<file path="src/rtl/smfp_pkg.sv">
`default_nettype none
package smfp_pkg;

    localparam int SMFP_QUEUE_DEPTH = 2;

    // Event kinds.
    localparam logic [2:0] EV_HEADER = 3'd0;
    localparam logic [2:0] EV_LOCAL  = 3'd1;
    localparam logic [2:0] EV_STACK  = 3'd2;
    localparam logic [2:0] EV_END    = 3'd3;
    localparam logic [2:0] EV_ERROR  = 3'd4;

    // Frame classes.
    localparam logic [2:0] CLS_SAME     = 3'd0;
    localparam logic [2:0] CLS_ONE      = 3'd1;
    localparam logic [2:0] CLS_ONE_EXT  = 3'd2;
    localparam logic [2:0] CLS_CHOP     = 3'd3;
    localparam logic [2:0] CLS_SAME_EXT = 3'd4;
    localparam logic [2:0] CLS_APPEND   = 3'd5;
    localparam logic [2:0] CLS_FULL     = 3'd6;

    // Error codes.
    localparam logic [1:0] ERR_NONE     = 2'd0;
    localparam logic [1:0] ERR_RESERVED = 2'd1;
    localparam logic [1:0] ERR_TAG      = 2'd2;

    // Verification tag groups.
    localparam logic [1:0] TAG_SIMPLE  = 2'd0;
    localparam logic [1:0] TAG_INDEXED = 2'd1;
    localparam logic [1:0] TAG_BAD     = 2'd2;

    localparam logic [7:0] TYPE_FULL = 8'd255;

    typedef struct packed {
        logic [7:0] data_byte;
        logic       restart;
    } t_in_item;

    typedef struct packed {
        logic [2:0]  event_kind;
        logic [2:0]  frame_class;
        logic [7:0]  frame_type_raw;
        logic [15:0] frame_offset;
        logic [3:0]  type_tag;
        logic [15:0] tag_operand;
        logic [1:0]  error_code;
        logic        frame_done;
    } t_out_item;

    // A byte as the front end sees it: both its reading as a frame type
    // and its reading as a verification tag.
    typedef struct packed {
        logic [7:0] data_byte;
        logic       restart;
        logic [2:0] tb_class;
        logic       tb_reserved;
        logic [1:0] tag_kind;
    } t_token;

endpackage
`default_nettype wire

</file>
<file path="src/rtl/smfp_front.sv">
`default_nettype none
module smfp_front (
    input  wire logic            i_valid,
    input  wire smfp_pkg::t_in_item i_item,
    input  wire logic            i_q_full,
    output logic                 o_stall,
    output logic                 o_push,
    output smfp_pkg::t_token     o_token
);
    import smfp_pkg::*;

    logic [7:0] b;

    assign b       = i_item.data_byte;
    assign o_stall = i_q_full;
    assign o_push  = i_valid && !i_q_full;

    always_comb begin
        o_token.data_byte   = b;
        o_token.restart     = i_item.restart;
        o_token.tb_reserved = 1'b0;
        if (b inside {[8'd0:8'd63]}) begin
            o_token.tb_class = CLS_SAME;
        end else if (b inside {[8'd64:8'd127]}) begin
            o_token.tb_class = CLS_ONE;
        end else if (b == 8'd247) begin
            o_token.tb_class = CLS_ONE_EXT;
        end else if (b inside {[8'd248:8'd250]}) begin
            o_token.tb_class = CLS_CHOP;
        end else if (b == 8'd251) begin
            o_token.tb_class = CLS_SAME_EXT;
        end else if (b inside {[8'd252:8'd254]}) begin
            o_token.tb_class = CLS_APPEND;
        end else if (b == TYPE_FULL) begin
            o_token.tb_class = CLS_FULL;
        end else begin
            o_token.tb_class    = CLS_SAME;
            o_token.tb_reserved = 1'b1;
        end

        if (b <= 8'd6) begin
            o_token.tag_kind = TAG_SIMPLE;
        end else if (b <= 8'd8) begin
            o_token.tag_kind = TAG_INDEXED;
        end else begin
            o_token.tag_kind = TAG_BAD;
        end
    end

endmodule
`default_nettype wire

</file>
<file path="src/rtl/smfp_queue.sv">
`default_nettype none
module smfp_queue #(
    parameter int QueueDepth = smfp_pkg::SMFP_QUEUE_DEPTH
) (
    input  wire logic             i_clk,
    input  wire logic             i_rst_n,
    input  wire logic             i_push,
    input  wire smfp_pkg::t_token i_token,
    input  wire logic             i_pop,
    output logic                  o_full,
    output logic                  o_valid,
    output smfp_pkg::t_token      o_token
);
    import smfp_pkg::*;

    localparam int PtrW = (QueueDepth > 1) ? $clog2(QueueDepth) : 1;
    localparam int CntW = $clog2(QueueDepth + 1);
    localparam logic [PtrW-1:0] LastPtr = PtrW'(QueueDepth - 1);
    localparam logic [CntW-1:0] FullCnt = CntW'(QueueDepth);

    t_token          r_mem [QueueDepth];
    logic [PtrW-1:0] r_wptr, n_wptr;
    logic [PtrW-1:0] r_rptr, n_rptr;
    logic [CntW-1:0] r_cnt,  n_cnt;

    assign o_full  = (r_cnt == FullCnt);
    assign o_valid = (r_cnt != '0);
    assign o_token = r_mem[r_rptr];

    always_comb begin
        n_wptr = r_wptr;
        n_rptr = r_rptr;
        n_cnt  = r_cnt;
        if (i_push) begin
            n_wptr = (r_wptr == LastPtr) ? '0 : r_wptr + 1'b1;
        end
        if (i_pop) begin
            n_rptr = (r_rptr == LastPtr) ? '0 : r_rptr + 1'b1;
        end
        if (i_push && !i_pop) begin
            n_cnt = r_cnt + 1'b1;
        end else if (i_pop && !i_push) begin
            n_cnt = r_cnt - 1'b1;
        end
    end

    always_ff @(posedge i_clk) begin
        if (!i_rst_n) begin
            r_wptr <= '0;
            r_rptr <= '0;
            r_cnt  <= '0;
        end else begin
            r_wptr <= n_wptr;
            r_rptr <= n_rptr;
            r_cnt  <= n_cnt;
        end
    end

    always_ff @(posedge i_clk) begin
        if (i_push) begin
            r_mem[r_wptr] <= i_token;
        end
    end

endmodule
`default_nettype wire

</file>
<file path="src/rtl/smfp_back.sv">
`default_nettype none
module smfp_back (
    input  wire logic             i_clk,
    input  wire logic             i_rst_n,
    input  wire logic             i_q_valid,
    input  wire smfp_pkg::t_token i_token,
    output logic                  o_pop,
    output logic                  o_valid,
    input  wire logic             i_stall,
    output smfp_pkg::t_out_item   o_item
);
    import smfp_pkg::*;

    localparam logic [3:0] PH_TYPE = 4'd0;
    localparam logic [3:0] PH_DHI  = 4'd1;
    localparam logic [3:0] PH_DLO  = 4'd2;
    localparam logic [3:0] PH_LHI  = 4'd3;
    localparam logic [3:0] PH_LLO  = 4'd4;
    localparam logic [3:0] PH_SHI  = 4'd5;
    localparam logic [3:0] PH_SLO  = 4'd6;
    localparam logic [3:0] PH_VTAG = 4'd7;
    localparam logic [3:0] PH_IHI  = 4'd8;
    localparam logic [3:0] PH_ILO  = 4'd9;

    logic [3:0]  r_phase,  n_phase;
    logic [7:0]  r_cur,    n_cur;
    logic [2:0]  r_cls,    n_cls;
    logic [15:0] r_delta,  n_delta;
    logic [15:0] r_locals, n_locals;
    logic [15:0] r_stack,  n_stack;
    logic [7:0]  r_hold,   n_hold;
    logic [3:0]  r_ptag,   n_ptag;
    logic        r_in_stack, n_in_stack;
    logic        r_err,    n_err;
    logic        r_out_valid;
    t_out_item   r_out_item;

    logic        emit;
    logic        type_ev;
    logic [2:0]  ev_kind;
    logic [3:0]  ev_tag;
    logic [15:0] ev_index;
    logic [1:0]  ev_err;
    logic        ev_done;
    logic [3:0]  phase_eff;
    logic        err_eff;
    logic [7:0]  b;
    t_out_item   n_item;

    assign b       = i_token.data_byte;
    assign o_pop   = i_q_valid && (!r_out_valid || !i_stall);
    assign o_valid = r_out_valid;
    assign o_item  = r_out_item;

    always_comb begin
        n_phase    = r_phase;
        n_cur      = r_cur;
        n_cls      = r_cls;
        n_delta    = r_delta;
        n_locals   = r_locals;
        n_stack    = r_stack;
        n_hold     = r_hold;
        n_ptag     = r_ptag;
        n_in_stack = r_in_stack;
        n_err      = r_err;
        emit       = 1'b0;
        type_ev    = 1'b0;
        ev_kind    = EV_HEADER;
        ev_tag     = '0;
        ev_index   = '0;
        ev_err     = ERR_NONE;
        ev_done    = 1'b0;
        phase_eff  = i_token.restart ? PH_TYPE : r_phase;
        err_eff    = i_token.restart ? 1'b0 : r_err;

        if (o_pop) begin
            n_phase = phase_eff;
            n_err   = err_eff;
            if (!err_eff) begin
                case (phase_eff)
                    PH_DHI: begin
                        n_hold  = b;
                        n_phase = PH_DLO;
                    end
                    PH_DLO: begin
                        n_delta = {r_hold, b};
                        emit    = 1'b1;
                        case (r_cls)
                            CLS_ONE_EXT: begin
                                n_stack    = 16'd1;
                                n_in_stack = 1'b1;
                                n_phase    = PH_VTAG;
                            end
                            CLS_APPEND: begin
                                // Append types 252..254 carry one to three locals.
                                n_locals   = {14'd0, r_cur[1:0]} + 16'd1;
                                n_in_stack = 1'b0;
                                n_phase    = PH_VTAG;
                            end
                            CLS_FULL: begin
                                n_phase = PH_LHI;
                            end
                            default: begin
                                n_phase = PH_TYPE;
                                ev_done = 1'b1;
                            end
                        endcase
                    end
                    PH_LHI: begin
                        n_hold  = b;
                        n_phase = PH_LLO;
                    end
                    PH_LLO: begin
                        n_locals   = {r_hold, b};
                        n_in_stack = 1'b0;
                        n_phase    = ({r_hold, b} != 16'd0) ? PH_VTAG : PH_SHI;
                    end
                    PH_SHI: begin
                        n_hold  = b;
                        n_phase = PH_SLO;
                    end
                    PH_SLO: begin
                        n_stack = {r_hold, b};
                        if ({r_hold, b} == 16'd0) begin
                            emit    = 1'b1;
                            ev_kind = EV_END;
                            ev_done = 1'b1;
                            n_phase = PH_TYPE;
                        end else begin
                            n_in_stack = 1'b1;
                            n_phase    = PH_VTAG;
                        end
                    end
                    PH_VTAG: begin
                        case (i_token.tag_kind)
                            TAG_SIMPLE: begin
                                type_ev = 1'b1;
                                ev_tag  = b[3:0];
                            end
                            TAG_INDEXED: begin
                                n_ptag  = b[3:0];
                                n_phase = PH_IHI;
                            end
                            default: begin
                                emit    = 1'b1;
                                ev_kind = EV_ERROR;
                                ev_err  = ERR_TAG;
                                ev_done = 1'b1;
                                n_err   = 1'b1;
                                n_phase = PH_TYPE;
                            end
                        endcase
                    end
                    PH_IHI: begin
                        n_hold  = b;
                        n_phase = PH_ILO;
                    end
                    PH_ILO: begin
                        type_ev  = 1'b1;
                        ev_tag   = r_ptag;
                        ev_index = {r_hold, b};
                    end
                    default: begin
                        // Frame type byte; unused phase codes land here too.
                        n_cur = b;
                        n_cls = i_token.tb_class;
                        if (i_token.tb_reserved) begin
                            n_delta = '0;
                            n_err   = 1'b1;
                            n_phase = PH_TYPE;
                            emit    = 1'b1;
                            ev_kind = EV_ERROR;
                            ev_err  = ERR_RESERVED;
                            ev_done = 1'b1;
                        end else if (!b[7]) begin
                            n_delta = {10'd0, b[5:0]};
                            emit    = 1'b1;
                            if (b[6]) begin
                                n_stack    = 16'd1;
                                n_in_stack = 1'b1;
                                n_phase    = PH_VTAG;
                            end else begin
                                n_phase = PH_TYPE;
                                ev_done = 1'b1;
                            end
                        end else begin
                            n_phase = PH_DHI;
                        end
                    end
                endcase

                if (type_ev) begin
                    emit = 1'b1;
                    if (r_in_stack) begin
                        ev_kind = EV_STACK;
                        n_stack = r_stack - 16'd1;
                        if (r_stack == 16'd1) begin
                            ev_done = 1'b1;
                            n_phase = PH_TYPE;
                        end else begin
                            n_phase = PH_VTAG;
                        end
                    end else begin
                        ev_kind  = EV_LOCAL;
                        n_locals = r_locals - 16'd1;
                        if (r_locals != 16'd1) begin
                            n_phase = PH_VTAG;
                        end else if (r_cur == TYPE_FULL) begin
                            n_phase = PH_SHI;
                        end else begin
                            ev_done = 1'b1;
                            n_phase = PH_TYPE;
                        end
                    end
                end
            end
        end

        n_item.event_kind     = ev_kind;
        n_item.frame_class    = n_cls;
        n_item.frame_type_raw = n_cur;
        n_item.frame_offset   = n_delta;
        n_item.type_tag       = ev_tag;
        n_item.tag_operand    = ev_index;
        n_item.error_code     = ev_err;
        n_item.frame_done     = ev_done;
    end

    always_ff @(posedge i_clk) begin
        if (!i_rst_n) begin
            r_phase     <= PH_TYPE;
            r_cur       <= '0;
            r_cls       <= CLS_SAME;
            r_delta     <= '0;
            r_locals    <= '0;
            r_stack     <= '0;
            r_hold      <= '0;
            r_ptag      <= '0;
            r_in_stack  <= 1'b0;
            r_err       <= 1'b0;
            r_out_valid <= 1'b0;
        end else begin
            r_phase    <= n_phase;
            r_cur      <= n_cur;
            r_cls      <= n_cls;
            r_delta    <= n_delta;
            r_locals   <= n_locals;
            r_stack    <= n_stack;
            r_hold     <= n_hold;
            r_ptag     <= n_ptag;
            r_in_stack <= n_in_stack;
            r_err      <= n_err;
            if (emit) begin
                r_out_valid <= 1'b1;
            end else if (!i_stall) begin
                r_out_valid <= 1'b0;
            end
        end
    end

    always_ff @(posedge i_clk) begin
        if (emit) begin
            r_out_item <= n_item;
        end
    end

endmodule
`default_nettype wire

</file>
<file path="src/rtl/stack_map_frame_parser.sv">
`default_nettype none
// Stack map frame parser: takes a big-endian frame stream one byte per item and
// gives at most one event item per byte (header, local type, stack type, frame
// end or error). It sustains one byte and one event per cycle unless stalled;
// an accepted byte goes through the queue into the event register. The front
// end classifies each byte and writes it into a QueueDepth-entry queue; the
// back end takes one queued byte per cycle whenever its output register is empty
// or being drained, so o_in_stall rises only when the queue is full. After an
// error event the parser drops bytes until one arrives with restart set.
module stack_map_frame_parser #(
    parameter int QueueDepth = smfp_pkg::SMFP_QUEUE_DEPTH
) (
    input  wire logic                i_clk,
    input  wire logic                i_rst_n,
    input  wire logic                i_in_valid,
    output logic                     o_in_stall,
    input  wire smfp_pkg::t_in_item  i_in_item,
    output logic                     o_out_valid,
    input  wire logic                i_out_stall,
    output smfp_pkg::t_out_item      o_out_item
);
    import smfp_pkg::*;

    logic   q_full;
    logic   q_valid;
    logic   push;
    logic   pop;
    t_token front_token;
    t_token head_token;

    smfp_front u_front (
        .i_valid  (i_in_valid),
        .i_item   (i_in_item),
        .i_q_full (q_full),
        .o_stall  (o_in_stall),
        .o_push   (push),
        .o_token  (front_token)
    );

    smfp_queue #(
        .QueueDepth (QueueDepth)
    ) u_queue (
        .i_clk   (i_clk),
        .i_rst_n (i_rst_n),
        .i_push  (push),
        .i_token (front_token),
        .i_pop   (pop),
        .o_full  (q_full),
        .o_valid (q_valid),
        .o_token (head_token)
    );

    smfp_back u_back (
        .i_clk     (i_clk),
        .i_rst_n   (i_rst_n),
        .i_q_valid (q_valid),
        .i_token   (head_token),
        .o_pop     (pop),
        .o_valid   (o_out_valid),
        .i_stall   (i_out_stall),
        .o_item    (o_out_item)
    );

endmodule
`default_nettype wire

</file>
<file path="config.mk">
export PLATFORM = sky130hd
export DESIGN_NAME = stack_map_frame_parser
export DESIGN_NICKNAME = d
export VERILOG_FILES = /design/src/rtl/smfp_pkg.sv /design/src/rtl/smfp_front.sv /design/src/rtl/smfp_queue.sv /design/src/rtl/smfp_back.sv /design/src/rtl/stack_map_frame_parser.sv
export SDC_FILE = /design/constraint.sdc
export NUM_CORES = 1
export LEC_CHECK = 0
export ABC_CLOCK_PERIOD_IN_PS = 9600
export BUFFER_PORTS_ARGS = -buffer_cell sky130_fd_sc_hd__buf_4
export CORE_MARGIN = 4
export CORE_UTILIZATION = 50
export DETAILED_ROUTE_END_ITERATION = 12
export PLACE_DENSITY = 0.78
export RECOVER_POWER = 100
export SYNTH_ARGS = -nofsm -noshare
export SYNTH_HDL_FRONTEND = slang
export SYNTH_SLANG_ARGS = --single-unit
</file>
<file path="constraint.sdc">
create_clock -name i_clk -period 9.6 [get_ports i_clk]
set_clock_uncertainty 0.05 [all_clocks]
set_input_delay 2.88 -clock i_clk [delete_from_list [all_inputs] [get_ports i_clk]]
set_output_delay 2.88 -clock i_clk [all_outputs]
set_load 0.005 [all_outputs]
</file>
==> results.sh, run 1 <==
export IMPL_io_buffers=67
export IMPL_synth_area_leaders="edfxtp_1 32%, dfxtp_1 21%, nor2_1 3.5%"
export IMPL_cp_data_arrival_time_ns=6.69
export IMPL_synth_top_area_share_pct=31.6
export IMPL_power_density_mw_per_mm2=309
export IMPL_period_minus_slack_ns=6.40
export IMPL_drt_total_wl_um=20800
export IMPL_die_y_um=134
export IMPL_nets=857
export IMPL_synth_commonest_cells="83 x dfxtp_1, 83 x edfxtp_1, 73 x nor2_1"
export IMPL_outcome="complete, but fails checks"
export IMPL_num_vias=6603
export IMPL_stdcell_count=1062
export IMPL_crit_family="buffers and inverters"
export IMPL_worst_pin_slew_ns=2.41
export IMPL_htreeDepth=4
export IMPL_drv_cap=4
export IMPL_startpoint_type="input pin"
export IMPL_wl_per_cell_um=19.6
export IMPL_criticalPathCategory="in2reg"
export IMPL_dp_hpwl_um=14000
export IMPL_synth_ff_type="edfxtp_1"
export IMPL_antenna_found_initial=0
export IMPL_clk_latency_ns=0.43
export IMPL_cpMostUsedCell="clkbuf_1"
export IMPL_max_freq_mhz=156
export IMPL_grt_pass1_vias=5988
export IMPL_placementRows=45
export IMPL_synth_cell_area_mm2=0.00788
export IMPL_hp_class="reg2reg"
export IMPL_clkTransAtPathRegs_ns=0.07
export IMPL_power_leakage_uw=0.00318
export IMPL_synth_seq_cells=166
export IMPL_cts_buffer_depth=2
export IMPL_hold_viol_final=0
export IMPL_cp_num_buf_inv=3
export IMPL_cp_max_fo=56
export IMPL_endpoint_kind="register"
export IMPL_io_pins=68
export IMPL_ctsResizeCount=0
export IMPL_grt_pass1_wl_um=32700
export IMPL_final_layout_size_suffix_gt1_share_pct=13.3
export IMPL_irDropWorstVdd_mv=0.234
export IMPL_numCtsBuffers=17
export IMPL_post_route_drc_count=0
export IMPL_relSlewSlack_pct=-60.8
export IMPL_max_stage_delay_ns=1.68
export IMPL_holdWs_ns=0.451
export IMPL_core_area_mm2=0.0153
export IMPL_die_area_mm2=0.0178
export IMPL_grt_setup_unrepaired="false"
export IMPL_finalWeightedCongestion=0.984
export IMPL_hold_buffers=0
export IMPL_grt_max_degree=57
export IMPL_num_antenna_cells=0
export IMPL_setup_viol=0
export IMPL_drt_first_pass_iters=6
export IMPL_grtUsageTotal_pct=23.3
export IMPL_setup_tns_ns=0
export IMPL_drt_iter0_markers=937
export IMPL_synth_distinct_cells=73
export IMPL_postSynth_asyncResetShare_pct=0
export IMPL_fin_crit_sh_pct=66.7
export IMPL_dp_cells=1030
export IMPL_synth_nets=808
export IMPL_root_buffer="clkbuf_16"
export IMPL_ant_nets=0
export IMPL_postCtsSetupBuffers=0
export IMPL_vias_per_cell=6.22
export IMPL_drv_slew=158
export IMPL_yosysWarnings=0
export IMPL_synthCells=789
export IMPL_violations="capacitance limit, slew limit"
export IMPL_path_cells="clkbuf_1 -> inv_1 -> clkbuf_1 -> nor2_1 -> nand2_1 -> o32ai_1"
export IMPL_area_growth_syn_to_layout_pct=14.4
export IMPL_crit_slowest_cell="clkbuf_1"
export IMPL_cts_tree="done"
export IMPL_die_x_um=134
export IMPL_synth_edf_count=83
export IMPL_synth_top_cell_by_area="edfxtp_1"
export IMPL_grt_ovfl_total=0
export IMPL_start_util_pct=51.5
export IMPL_cts_sinks=166
export IMPL_ys_seq_area_share_pct=52.7
export IMPL_synth_avg_cell_area_um2=9.99
export IMPL_cp_required_ns=9.89
-- power by group --
group	internal, uW	switching, uW	total [uW]
Clock	364	298	662
Combinational	361	642	1000
Sequential	990	133	1120
Total	1710	1070	2790
-- cells by family after synthesis --
| group | synth area share, % |
|---|---|
| and+or+nand+nor | 19.0 |
| AOI/OAI and AO/OA | 19.4 |
| DFF | 52.7 |
| buffers and inverters | 3.35 |
| muxes | 2.91 |
| xor gates and xnor gates | 1.67 |
| adders and majority gates | 0.953 |
-- final cells by class --
type | instances | area, um^2
clock buffer | 17 | 425
clock inverter | 15 | 145
fill | 1322 | 6300
inverter | 18 | 67.6
multi-input combinational | 560 | 3470
sequential | 166 | 4150
tap | 211 | 264
timing repair buffer | 75 | 492
-- through the flow --
step	utilization, %	cell area [um^2]	power, uW	setup WS [ns]
2_1_floorplan	-	7880	1750	2.61
3_3_place_gp	55.7	8530	2130	4.34
3_5_place_dp	55.7	8530	2150	4.26
4_1_cts	59.4	9100	2810	4.70
5_1_grt	58.9	9010	2930	2.95
6_report	58.9	9010	2790	3.20
-- sequential cells by signal, indices dropped and copies added (netlist names), 2 cells and up, named ones only --
name and cells:
u_queue.r_cnt 2, u_back.r_locals 16, u_back.r_cur 8, u_back.r_delta 16, u_back.r_cls 3, u_back.o_item 53
u_back.r_ptag 4, u_back.r_stack 16, u_queue.r_mem 30, u_back.r_phase 4, u_back.r_hold 8
-- cell usage in the layout (no fill, tap or decap), types with 4 or more instances in the layout --
cell	count
mux2_2	8
ha_1	6
o21ai_0	45
xor2_1	6
o21a_1	7
o22ai_1	9
a21o_1	5
mux2i_1	11
buf_4	4
o32ai_1	4
o211ai_1	8
a221oi_1	8
nor3_1	20
nand2_1	66
o31ai_1	6
a21oi_1	43
xnor2_1	9
clkbuf_1	19
and3_1	12
edfxtp_1	83
nand3_1	29
dfxtp_1	83
nor2b_1	4
inv_6	4
a22o_1	25
nor4_1	13
inv_1	18
and2_1	12
clkbuf_4	52
a211oi_1	9
clkbuf_16	17
or4_1	4
nand4_1	7
a222oi_1	4
and2_0	22
or3_1	6
nor2_1	73
nand2b_1	7
a22oi_1	7
a31oi_1	14
-- tightest hold or removal path, delay by kind of cell, from the launching register on --
kind / cells / cell delay (ns)
DFF: 1 / 0.33
and+or+nand+nor: 1 / 0.07
AOI/OAI and AO/OA: 1 / 0.06
-- final timing paths --
path | startpoint | endpoint | slack, ns | cells past startpoint
setup / recovery | i_rst_n | u_back.r_stack[1] | 3.20 | 6
hold / removal | u_back.r_ptag[2] | u_back.r_ptag[2] | 0.45 | 2
setup reg to reg | register | u_back.r_hold[5] | 4.78 | 7
hold reg to reg | u_back.r_ptag[2] | u_back.r_ptag[2] | 0.45 | 2
-- per-layer routing --
layer | vias up | share of wire, % | routed length [um] | track usage [%]
li1 | 3070 | - | - | -
met1 | 3135 | 42 | 8680 | 31.7
met2 | 342 | 46 | 9630 | 36.1
met3 | 56 | 8.7 | 1820 | 5.51
met4 | 0 | 3.3 | 696 | 8.97
met5 | - | 0 | 0 | 0
Power figures use the tool's default switching activity.
==> run 2, diff against run 1 <==
ABC_CLOCK_PERIOD_IN_PS = 5500   (was 9600)
PLACE_DENSITY = 0.8   (was 0.78)
clock period = 5.5 ns   (was 9.6 ns; I/O delays follow)
==> results.sh, run 2 (synthesis results as in run 1) <==
export IMPL_mostFrequentLayoutCells="83 x dfxtp_1, 83 x edfxtp_1, 73 x nor2_1, 66 x nand2_1, 48 x clkbuf_4"
export IMPL_postCtsSetupBuffers=0
export IMPL_critPathLaunch="i_rst_n"
export IMPL_start_util_pct=51.5
export IMPL_period_minus_slack_ns=4.45
export IMPL_criticalPathCategory="in2reg"
export IMPL_numCtsBuffers=17
export IMPL_ant_nets=0
export IMPL_cts_buffer_depth=2
export IMPL_cp_data_arrival_time_ns=4.77
export IMPL_vias_per_cell=6.28
export IMPL_grt_ovfl_total=0
export IMPL_cts_sinks=166
export IMPL_htreeDepth=4
export IMPL_max_freq_mhz=225
export IMPL_cp_required_ns=5.81
export IMPL_fill_cells=1336
export IMPL_drt_total_wl_um=21100
export IMPL_grt_setup_unrepaired="false"
export IMPL_num_antenna_cells=0
export IMPL_cts_tree="done"
export IMPL_root_buffer="clkbuf_16"
export IMPL_fin_util_pct=59.2
export IMPL_hp_class="reg2reg"
export IMPL_antenna_found_initial=1
export IMPL_area_growth_syn_to_layout_pct=15.1
export IMPL_multiInputGateArea_mm2=0.00346
export IMPL_dp_hpwl_um=14100
export IMPL_setup_tns_ns=0
export IMPL_grt_pass1_vias=6130
export IMPL_drt_first_pass_iters=6
export IMPL_power_leakage_uw=0.00321
export IMPL_power_density_mw_per_mm2=546
export IMPL_io_buffers=67
export IMPL_ctsResizeCount=0
export IMPL_dpl_instance_area_mm2=0.00855
export IMPL_hold_viol_final=0
export IMPL_die_y_um=134
export IMPL_dp_cells=1033
export IMPL_post_route_drc_count=0
export IMPL_drv_slew=57
export IMPL_io_pins=68
export IMPL_cp_max_fo=56
export IMPL_relSlewSlack_pct=-67.2
export IMPL_worst_pin_slew_ns=2.51
export IMPL_clk_latency_ns=0.43
export IMPL_die_x_um=134
export IMPL_setup_viol=0
export IMPL_nets=860
export IMPL_finalWeightedCongestion=0.977
export IMPL_seq_area_mm2=0.00415
export IMPL_design_area_mm2=0.00907
export IMPL_grt_max_degree=57
export IMPL_outcome="complete, but fails checks"
export IMPL_final_layout_size_suffix_gt1_share_pct=13.1
export IMPL_startpoint_type="input pin"
export IMPL_irDropWorstVdd_mv=0.491
export IMPL_violations="capacitance limit, slew limit"
export IMPL_stdcell_count=1065
export IMPL_placementRows=45
export IMPL_fin_crit_sh_pct=81.0
export IMPL_die_area_mm2=0.0178
export IMPL_hold_buffers=0
export IMPL_worstHoldStart="u_back.r_locals[11]"
export IMPL_largest_reg_flops=53
export IMPL_drt_iter0_markers=805
export IMPL_grtUsageTotal_pct=23.2
export IMPL_endpoint_kind="register"
export IMPL_num_vias=6685
export IMPL_core_area_mm2=0.0153
export IMPL_wl_per_cell_um=19.8
export IMPL_grt_pass1_wl_um=32600
export IMPL_drv_cap=1
export IMPL_clkTransAtPathRegs_ns=0.07
## run 2: changes by cell type in the layout (fill, tap and decap cells not counted), sizes merged
cell,change
buf,+3
clkinvlp,-2
bufinv,+1
clkbuf,+1
clkinv,-1
inv,+1
## run 2: per-stage QoR
stage          setup slack, ns  total power [uW]  hold WS, ns
2_1_floorplan            0.857              3040        0.405
3_3_place_gp              1.52              3730        0.416
3_5_place_dp              1.42              3760        0.429
4_1_cts                   1.81              5000        0.438
5_1_grt                  0.803              5200        0.458
6_report                  1.05              4950        0.441
## run 2: critical path, stage by stage
cell and delay, ns:
clkbuf_1 1.75, inv_1 0.17, nor2_1 0.87, nand2_1 0.12
o22ai_1 0.18
## run 2: final timing paths
kind	slack [ns]	to	cells after the start
max	1.05	u_back.r_stack[3]	5
min	0.44	u_back.r_locals[11]	2
max reg2reg	1.17	u_back.r_locals[7]	9
min reg2reg	0.44	u_back.r_locals[11]	2
## run 2: area by class of cell
cell class / instances / share of cell area [%]
Tap cell: 211 / 2.91
Sequential cell: 166 / 45.8
Multi-Input combinational cell: 560 / 38.2
Clock inverter: 14 / 2.04
Inverter: 18 / 0.745
Timing Repair Buffer: 78 / 5.50
Clock buffer: 18 / 4.84
## run 2: routing by layer
metal	share of wire, %	GRT usage, %	up-vias
met5	0.062	0	-
met4	4.2	11.0	2
met3	9.3	6.19	78
li1	-	-	3070
met1	41	31.0	3154
met2	45	35.3	381
## run 2: power breakdown
| part | internal [uW] | switching, uW | total, uW |
|---|---|---|---|
| combinational | 626 | 1140 | 1760 |
| clock | 705 | 537 | 1240 |
| sequential | 1730 | 222 | 1950 |
| total | 3060 | 1900 | 4950 |
